==> src/hdl/assert_macros.svh <==
// Assertion macros shared by the drive safety supervisor RTL.
// Each macro expects clk_i and rst_ni in scope of the using module.
`ifndef ASSERT_MACROS_SVH
`define ASSERT_MACROS_SVH

// Same-cycle implication, checked out of reset
`define DSS_ASSERT_IMP(lbl, ante, cons, msg) \
  lbl: assert property (@(posedge clk_i) disable iff (!rst_ni) (ante) |-> (cons)) \
    else $error(msg);

// Next-cycle implication, checked out of reset
`define DSS_ASSERT_NXT(lbl, ante, cons, msg) \
  lbl: assert property (@(posedge clk_i) disable iff (!rst_ni) (ante) |=> (cons)) \
    else $error(msg);

`endif

==> src/hdl/dss_pkg.sv <==
// Types and constants of the drive safety supervisor.
// No dependencies; used by dss_step and drive_safety_supervisor.
`timescale 1ns / 1ps

package dss_pkg;

  // Operating mode codes
  localparam logic [3:0] ModeBoot     = 4'd0;
  localparam logic [3:0] ModeDisabled = 4'd1;
  localparam logic [3:0] ModeReady    = 4'd2;
  localparam logic [3:0] ModeForward  = 4'd3;
  localparam logic [3:0] ModeReverse  = 4'd4;
  localparam logic [3:0] ModeLeft     = 4'd5;
  localparam logic [3:0] ModeRight    = 4'd6;
  localparam logic [3:0] ModeObstacle = 4'd7;
  localparam logic [3:0] ModeFault    = 4'd8;

  // Configuration register indexes
  localparam int unsigned CfgIdxW = 4;
  localparam logic [CfgIdxW-1:0] RegMotionThreshold = 4'd0;
  localparam logic [CfgIdxW-1:0] RegObstacleHoldMs  = 4'd1;
  localparam int unsigned CfgDataW = 16;

  // Register reset values
  localparam logic [14:0] ThresholdReset = 15'd50;
  localparam logic [15:0] HoldReset      = 16'd1000;

  // Stream widths (fields packed low to high, padded to bytes)
  localparam int unsigned InDataW  = 80;
  localparam int unsigned OutDataW = 40;

  typedef struct packed {
    logic [31:0]        time_ms;
    logic               subsystem_fault;
    logic [7:0]         bumper_alert_mask;
    logic               bumpers_released;
    logic               activation;
    logic signed [15:0] request_left;
    logic signed [15:0] request_right;
  } dss_item_t;

  typedef struct packed {
    logic [3:0]         mode;
    logic signed [15:0] drive_left;
    logic signed [15:0] drive_right;
    logic               drive_enable;
    logic               mode_changed;
    logic               obstacle_event;
  } dss_result_t;

  typedef struct packed {
    logic [3:0]  mode;
    logic [31:0] entry_time;
  } dss_state_t;

  typedef struct packed {
    logic [14:0] motion_threshold;
    logic [15:0] obstacle_hold_ms;
  } dss_cfg_t;

endpackage

==> src/hdl/dss_step.sv <==
// Per-tick transition logic of the drive safety supervisor (combinational).
// Depends on dss_pkg for item, state, config and result types.
`timescale 1ns / 1ps

module dss_step (
  input  dss_pkg::dss_item_t   item_i,
  input  dss_pkg::dss_state_t  state_i,
  input  dss_pkg::dss_cfg_t    cfg_i,
  output dss_pkg::dss_state_t  state_o,
  output dss_pkg::dss_result_t result_o
);
  import dss_pkg::*;

  logic [3:0]         mode_boot;    // after the boot step
  logic [3:0]         mode_alert;   // after the bumper alert step
  logic [3:0]         mode_final;
  logic [31:0]        entry_alert;
  logic               alert_take;
  logic signed [17:0] lim;
  logic signed [17:0] lim_neg;
  logic signed [17:0] sum;
  logic signed [17:0] diff;
  logic [3:0]         mode_class;
  logic [16:0]        mag_l;
  logic [16:0]        mag_r;
  logic [31:0]        elapsed;
  logic               release_ok;
  logic               drive_on;

  // Boot leaves for fault or disabled, then alerts preempt non-fault modes
  always_comb begin
    mode_boot = (state_i.mode == ModeBoot)
              ? (item_i.subsystem_fault ? ModeFault : ModeDisabled)
              : state_i.mode;
    alert_take = (item_i.bumper_alert_mask != 8'd0) && (mode_boot < ModeFault);
    mode_alert = alert_take ? ModeObstacle : mode_boot;
    entry_alert = ((mode_boot != state_i.mode) || (mode_alert != mode_boot))
                ? item_i.time_ms : state_i.entry_time;
  end

  // Request classification: wheel difference first, then wheel sum
  always_comb begin
    lim     = $signed({2'b00, cfg_i.motion_threshold, 1'b0});
    lim_neg = -lim;
    sum  = $signed({{2{item_i.request_left[15]}}, item_i.request_left})
         + $signed({{2{item_i.request_right[15]}}, item_i.request_right});
    diff = $signed({{2{item_i.request_left[15]}}, item_i.request_left})
         - $signed({{2{item_i.request_right[15]}}, item_i.request_right});
    priority if (diff > lim) begin
      mode_class = ModeRight;
    end else if (diff < lim_neg) begin
      mode_class = ModeLeft;
    end else if (sum > lim) begin
      mode_class = ModeForward;
    end else if (sum < lim_neg) begin
      mode_class = ModeReverse;
    end else begin
      mode_class = ModeReady;
    end
  end

  // Obstacle release: hold elapsed, bumpers and activation released, neutral
  always_comb begin
    mag_l = item_i.request_left[15]
          ? 17'(-$signed({item_i.request_left[15], item_i.request_left}))
          : {1'b0, item_i.request_left};
    mag_r = item_i.request_right[15]
          ? 17'(-$signed({item_i.request_right[15], item_i.request_right}))
          : {1'b0, item_i.request_right};
    elapsed = item_i.time_ms - entry_alert;
    release_ok = (elapsed >= {16'd0, cfg_i.obstacle_hold_ms}) && item_i.bumpers_released
               && !item_i.activation
               && (mag_l <= {2'b00, cfg_i.motion_threshold})
               && (mag_r <= {2'b00, cfg_i.motion_threshold});
  end

  // Mode-dependent step
  always_comb begin
    mode_final = mode_alert;
    drive_on   = 1'b0;
    unique case (mode_alert)
      ModeDisabled: begin
        if (item_i.activation) mode_final = ModeReady;
      end
      ModeReady, ModeForward, ModeReverse, ModeLeft, ModeRight: begin
        if (item_i.activation) begin
          mode_final = mode_class;
          drive_on   = 1'b1;
        end else begin
          mode_final = ModeDisabled;
        end
      end
      ModeObstacle: begin
        if (release_ok) mode_final = ModeDisabled;
      end
      default: begin
        mode_final = mode_alert;  // fault and unused codes hold
      end
    endcase
  end

  // Next state and result
  always_comb begin
    state_o.mode       = mode_final;
    state_o.entry_time = (mode_final != mode_alert) ? item_i.time_ms : entry_alert;

    result_o.mode           = mode_final;
    result_o.drive_left     = drive_on ? item_i.request_left : 16'sd0;
    result_o.drive_right    = drive_on ? item_i.request_right : 16'sd0;
    result_o.drive_enable   = drive_on;
    result_o.mode_changed   = (mode_final != state_i.mode);
    result_o.obstacle_event = alert_take;
  end

endmodule

==> src/hdl/drive_safety_supervisor.sv <==
// A request accepted into the input stage (item_q) moves on to the result register (res_q) when it advances.
// Throughput: one request per cycle while the output is not stalled; the mode and entry-time registers close
// a loop through dss_step, and output stalls backpressure via the input stage.
// Reset (rst_ni low, asynchronous): mode boot, entry time zero, both stages empty,
// motion_threshold 50, obstacle_hold_ms 1000. Top level; depends on dss_pkg and dss_step.
`timescale 1ns / 1ps
`include "assert_macros.svh"

module drive_safety_supervisor (
  input  logic                                clk_i,
  input  logic                                rst_ni,
  // Configuration write channel
  input  logic                                cfg_valid_i,
  output logic                                cfg_ready_o,
  input  logic [dss_pkg::CfgIdxW-1:0]         cfg_index_i,
  input  logic [dss_pkg::CfgDataW-1:0]        cfg_data_i,
  // Tick stream in
  input  logic                                s_axis_tvalid,
  output logic                                s_axis_tready,
  // time_ms[31:0], subsystem_fault[32], bumper_alert_mask[40:33], bumpers_released[41],
  // activation[42], request_left[58:43], request_right[74:59], zero pad[79:75]
  input  logic [dss_pkg::InDataW-1:0]         s_axis_tdata,
  // Result stream out
  output logic                                m_axis_tvalid,
  input  logic                                m_axis_tready,
  // mode[3:0], drive_left[19:4], drive_right[35:20], drive_enable[36],
  // mode_changed[37], obstacle_event[38], zero pad[39]
  output logic [dss_pkg::OutDataW-1:0]        m_axis_tdata
);
  import dss_pkg::*;

  dss_cfg_t    cfg_q;
  dss_item_t   item_d, item_q;
  logic        in_valid_q;
  logic        out_valid_q;
  dss_state_t  state_q, state_next;
  dss_result_t res_step, res_q;
  logic        in_take;
  logic        advance;

  // Configuration registers; out-of-range indexes are ignored
  assign cfg_ready_o = 1'b1;

  always_ff @(posedge clk_i or negedge rst_ni) begin
    if (!rst_ni) begin
      cfg_q.motion_threshold <= ThresholdReset;
      cfg_q.obstacle_hold_ms <= HoldReset;
    end else if (cfg_valid_i) begin
      if (cfg_index_i == RegMotionThreshold) cfg_q.motion_threshold <= cfg_data_i[14:0];
      if (cfg_index_i == RegObstacleHoldMs)  cfg_q.obstacle_hold_ms <= cfg_data_i[15:0];
    end
  end

  // Handshake: input stage drains into the result register
  assign advance       = in_valid_q && (!out_valid_q || m_axis_tready);
  assign s_axis_tready = !in_valid_q || advance;
  assign in_take       = s_axis_tvalid && s_axis_tready;

  // Unpack incoming tick
  always_comb begin
    item_d.time_ms           = s_axis_tdata[31:0];
    item_d.subsystem_fault   = s_axis_tdata[32];
    item_d.bumper_alert_mask = s_axis_tdata[40:33];
    item_d.bumpers_released  = s_axis_tdata[41];
    item_d.activation        = s_axis_tdata[42];
    item_d.request_left      = $signed(s_axis_tdata[58:43]);
    item_d.request_right     = $signed(s_axis_tdata[74:59]);
  end

  // Input stage
  always_ff @(posedge clk_i or negedge rst_ni) begin
    if (!rst_ni) begin
      in_valid_q <= 1'b0;
    end else if (in_take) begin
      in_valid_q <= 1'b1;
    end else if (advance) begin
      in_valid_q <= 1'b0;
    end
  end

  always_ff @(posedge clk_i) begin
    if (in_take) item_q <= item_d;
  end

  dss_step u_step (
    .item_i   (item_q),
    .state_i  (state_q),
    .cfg_i    (cfg_q),
    .state_o  (state_next),
    .result_o (res_step)
  );

  // Supervisor state and result register
  always_ff @(posedge clk_i or negedge rst_ni) begin
    if (!rst_ni) begin
      state_q.mode       <= ModeBoot;
      state_q.entry_time <= 32'd0;
      out_valid_q        <= 1'b0;
    end else begin
      if (advance) begin
        state_q     <= state_next;
        out_valid_q <= 1'b1;
      end else if (m_axis_tready) begin
        out_valid_q <= 1'b0;
      end
    end
  end

  always_ff @(posedge clk_i) begin
    if (advance) res_q <= res_step;
  end

  // Pack result
  assign m_axis_tvalid = out_valid_q;
  assign m_axis_tdata  = {1'b0, res_q.obstacle_event, res_q.mode_changed, res_q.drive_enable,
                          res_q.drive_right, res_q.drive_left, res_q.mode};

  // Checks
  `DSS_ASSERT_IMP(a_enable_in_drive_mode, out_valid_q && res_q.drive_enable,
    (res_q.mode >= ModeReady) && (res_q.mode <= ModeRight), "enable outside driving mode")
  `DSS_ASSERT_IMP(a_stopped_zero, out_valid_q && !res_q.drive_enable,
    (res_q.drive_left == 16'sd0) && (res_q.drive_right == 16'sd0), "nonzero demand when stopped")
  `DSS_ASSERT_IMP(a_event_obstacle, out_valid_q && res_q.obstacle_event,
    (res_q.mode == ModeObstacle) || (res_q.mode == ModeDisabled), "event without obstacle path")
  `DSS_ASSERT_NXT(a_fault_terminal, state_q.mode == ModeFault,
    state_q.mode == ModeFault, "left fault mode")
  `DSS_ASSERT_NXT(a_state_holds_idle, !advance,
    state_q == $past(state_q), "state moved without a request")

endmodule
==> config.mk <==
export PLATFORM = sky130hd
export DESIGN_NAME = drive_safety_supervisor
export DESIGN_NICKNAME = d
export VERILOG_FILES = /design/src/hdl/dss_pkg.sv /design/src/hdl/dss_step.sv /design/src/hdl/drive_safety_supervisor.sv
export VERILOG_INCLUDE_DIRS = /design/src /design/src/hdl
export SDC_FILE = /design/constraint.sdc
export NUM_CORES = 1
export LEC_CHECK = 0
export ABC_CLOCK_PERIOD_IN_PS = 18450
export BUFFER_PORTS_ARGS = -buffer_cell sky130_fd_sc_hd__buf_2
export CAP_MARGIN = 25
export CORE_UTILIZATION = 65
export CTS_CLUSTER_SIZE = 14
export DETAILED_ROUTE_END_ITERATION = 8
export HOLD_SLACK_MARGIN = 0.15
export PLACE_DENSITY = 0.87
export SKIP_CTS_REPAIR_TIMING = 1
export SLEW_MARGIN = 30
export SYNTH_ARGS = -nofsm -noshare
export SYNTH_HDL_FRONTEND = slang
export SYNTH_SLANG_ARGS = --single-unit
==> constraint.sdc <==
create_clock -name clk_i -period 18.45 [get_ports clk_i]
set_clock_uncertainty 0.1 [all_clocks]
set_input_delay 0.9225 -clock clk_i [delete_from_list [all_inputs] [get_ports clk_i]]
set_output_delay 0.9225 -clock clk_i [all_outputs]
set_load 0.1 [all_outputs]
==> impl_metrics.json <==
{
  "power_density_nw_per_um2": 125,
  "switchingPower_mw": 0.863,
  "drt.antenna.violating_nets": 0,
  "worst_path_largest_cell_delay_ns": 0.58,
  "numPlacedInstances": 1845,
  "detailedRoute.firstPassIterationCount": 7,
  "total_power_mw": 1.98,
  "worst_r2r_startpoint": "state_q[33]",
  "ir_worst_vdd_mv": 0.0862,
  "layout.cells.non_filler": 1879,
  "overflow": 0,
  "syn_area_um2": 14300,
  "floorplan.core_area_um2": 21300,
  "number_of_global_route_vias_before_repair": 11900,
  "routed_wire_per_std_cell_um": 20.1,
  "worst_ep_required_ns": 18.68,
  "cts_buf_count": 17,
  "crit_path_top_delay_cell": "sky130_fd_sc_hd__a31oi_1",
  "detail_route.vias_per_cell": 6.44,
  "most_frequent_cp_cell": "sky130_fd_sc_hd__ha_1",
  "floorplan.die.height_um": 150,
  "finalSetupTns_ns": 0,
  "critical_path.max_fanout": 32,
  "cts_tree": "yes",
  "leakage_nw": 6.89,
  "power.share.combinational": 0.522,
  "critical_path.startpoint": "state_q[33]",
  "grt_pass1_wl_mm": 59.4,
  "critical_path.startpoint_type": "flip-flop",
  "synth.avg_cell_area_um2": 9.77,
  "min_path_type": "flip-flop to flip-flop",
  "ctsRootBufferMaster": "sky130_fd_sc_hd__clkbuf_16",
  "fp.dieArea_um2": 22600,
  "grt_antenna_before_repair": 1,
  "critical_path_class": "flip-flop to flip-flop",
  "track_usage": 0.341,
  "cap_viol_max_count": 0,
  "internal_power_consumption_mw": 1.11,
  "ioPinCount": 148,
  "finalNetCount": 1861,
  "synth_ff_type": "sky130_fd_sc_hd__edfxtp_1",
  "hold_viol_final": 0,
  "ff_latch_count_synth": 183,
  "final_design_area_no_fill_um2": 15800,
  "netSwitchingFraction": 0.436,
  "place_hpwl_mm": 28.6,
  "first_iter_violations": 816,
  "min_period_ns": 7.61,
  "syn_to_final_growth_pct": 10.8,
  "clk_path_buf_depth": 2,
  "via_count": 12100,
  "post_detailed_route_drc_marker_count": 0,
  "setup_violation_total_in_the_final_timing_report": 0,
  "finalWirelength_mm": 37.8,
  "async_reset_ff_frac": 0.377,
  "io_buffer_count": 140,
  "syn-num-nets": 1732,
  "die_width_um": 150,
  "cp-end-kind": "flip-flop",
  "clock_latency_ns": 0.45,
  "finalCritPeriodShare": 0.413,
  "start_util": 0.671,
  "clock_sink_count": 183,
  "synth_sequential_area_ratio": 0.362,
  "clock.fmax_mhz": 131,
  "yosysWarnings": 0,
  "synth-edff-count": 114,
  "worst_pin_slew_ns": 0.918,
  "max_slew_margin": 0.382,
  "post_route_cells_drive_above_1_share": 0.170,
  "placed_instance_area_um2": 15200,
  "power.clock.fraction": 0.191,
  "seq_power_share": 0.287,
  "hp-start": "in_valid_q",
  "clk_pin_slew_ns": 0.08,
  "gpl.final_weighted_congestion": 0.948,
  "rsz0062_at_grt": "false",
  "maximum_number_of_pins_on_one_net_before_global_route_repair": 76,
  "placement_rows": 53,
  "synth.lib_cells_used.distinct": 91,
  "timing.final.max_slew_violations": 0,
  "synth_cells": 1461,
  "run_status": "finished clean",
  "fin_worst_hold_slack_ns": 0.387,
  "cp_arrival_ns": 7.84,
  "htree_levels": 4
}
[cells in the final DEF (no fill, tap or decap), drive strengths merged, types with 60 or more instances in the layout]
master	synthesis	final
ha	164	164
buf	14	149
edfxtp	114	114
nand2	107	107
inv	93	102
nor2	101	101
a21oi	96	96
o21ai	93	93
xnor2	66	66
dfrtp	60	60
[through the flow]
stage,setup WS (ns),util
floorplan,12.20,-
global placement,11.30,0.714
detailed placement,11.14,0.714
CTS,10.98,0.742
global route,10.41,0.743
finish,10.84,0.743
[power groups by stage]
stage | clock network (mW) | logic [mW] | registers, mW
floorplan | 0 | 0.733 | 0.597
finish | 0.377 | 1.03 | 0.568
global route | 0.391 | 1.13 | 0.576
CTS | 0.377 | 1.01 | 0.566
global placement | 0 | 0.962 | 0.569
detailed placement | 0 | 0.996 | 0.574
[critical path: cells and delay by family (launching register included)]
family | cells | cell delay [ns]
DFF | 1 | 0.50
AOI/OAI and AO/OA | 12 | 2.98
muxes | 1 | 0.40
and+or+nand+nor | 6 | 1.54
buffers and inverters | 3 | 0.90
xor gates and xnor gates | 1 | 0.24
adders and majority gates | 3 | 0.78
[worst paths after layout]
path                                       to  cells after the start  slack (ns)
worst max register to register    state_q[31]                     26       10.84
worst max-delay path              state_q[31]                     26       10.84
worst min register to register  m_axis_tvalid                      1        0.39
max in group asynchronous            cfg_q[4]                      2       17.29
worst min-delay path            m_axis_tvalid                      1        0.39
min in group asynchronous         state_q[19]                      2        0.47
[synth_stat cells, drive strengths merged, types with 10 or more instances]
library cell  instances  area (µm²)
maj3                 10         103
mux2                 48         646
ha                  164        2050
clkbuf               25        93.8
o211ai               13        97.6
or3                  10        62.6
nand3                25         125
nand2b               24         150
a21o                 38         285
nand2               107         402
buf                  14         103
nor4                 13        81.3
and2                 21         131
a211oi               16         130
dfrtp                60        1500
nand4                31         194
nor2                101         382
mux2i                22         220
nor3                 31         160
inv                  93         349
a21oi                96         484
nor2b                26         163
xor2                 17         149
o21ai                93         465
o21a                 13        97.6
o31ai                16         120
xnor2                66         578
a31oi                11        68.8
edfxtp              114        3420
[registers in the layout (all words and copies together) (netlist names)]
signal	cells
item_q	75
m_axis_tdata	39
state_q	36
cfg_q	31
in_valid_q	1
m_axis_tvalid	1
[routing by layer]
metal / track usage / share of wire / routed length (µm) / vias up
met4: 0.199 / 0.056 / 2100 / 0
met1: 0.397 / 0.39 / 14700 / 5696
met5: 0 / 0 / 0 / -
met2: 0.606 / 0.50 / 19000 / 562
li1: - / - / - / 5687
met3: 0.0397 / 0.054 / 2040 / 158
[cell type report]
type	instances	area (µm²)
Antenna cell	1	2.50
Clock buffer	17	425
Clock inverter	15	159
Fill cell	1537	5470
Inverter	95	357
Multi-Input combinational cell	1144	8590
Sequential cell	183	5160
Tap cell	275	344
Timing Repair Buffer	149	785
[logic make-up (layout without fill, tap and decap cells)]
logic type / Yosys count / count (layout) / synth area share
and+or+nand+nor: 432 / 432 / 0.154
AOI/OAI and AO/OA: 381 / 381 / 0.180
DFF: 183 / 183 / 0.362
adders and majority gates: 176 / 176 / 0.154
buffers and inverters: 134 / 276 / 0.0387
xor gates and xnor gates: 83 / 83 / 0.0509
muxes: 70 / 70 / 0.0606
other: 2 / 3 / 0.000526
(Power assumes the default switching activity.)
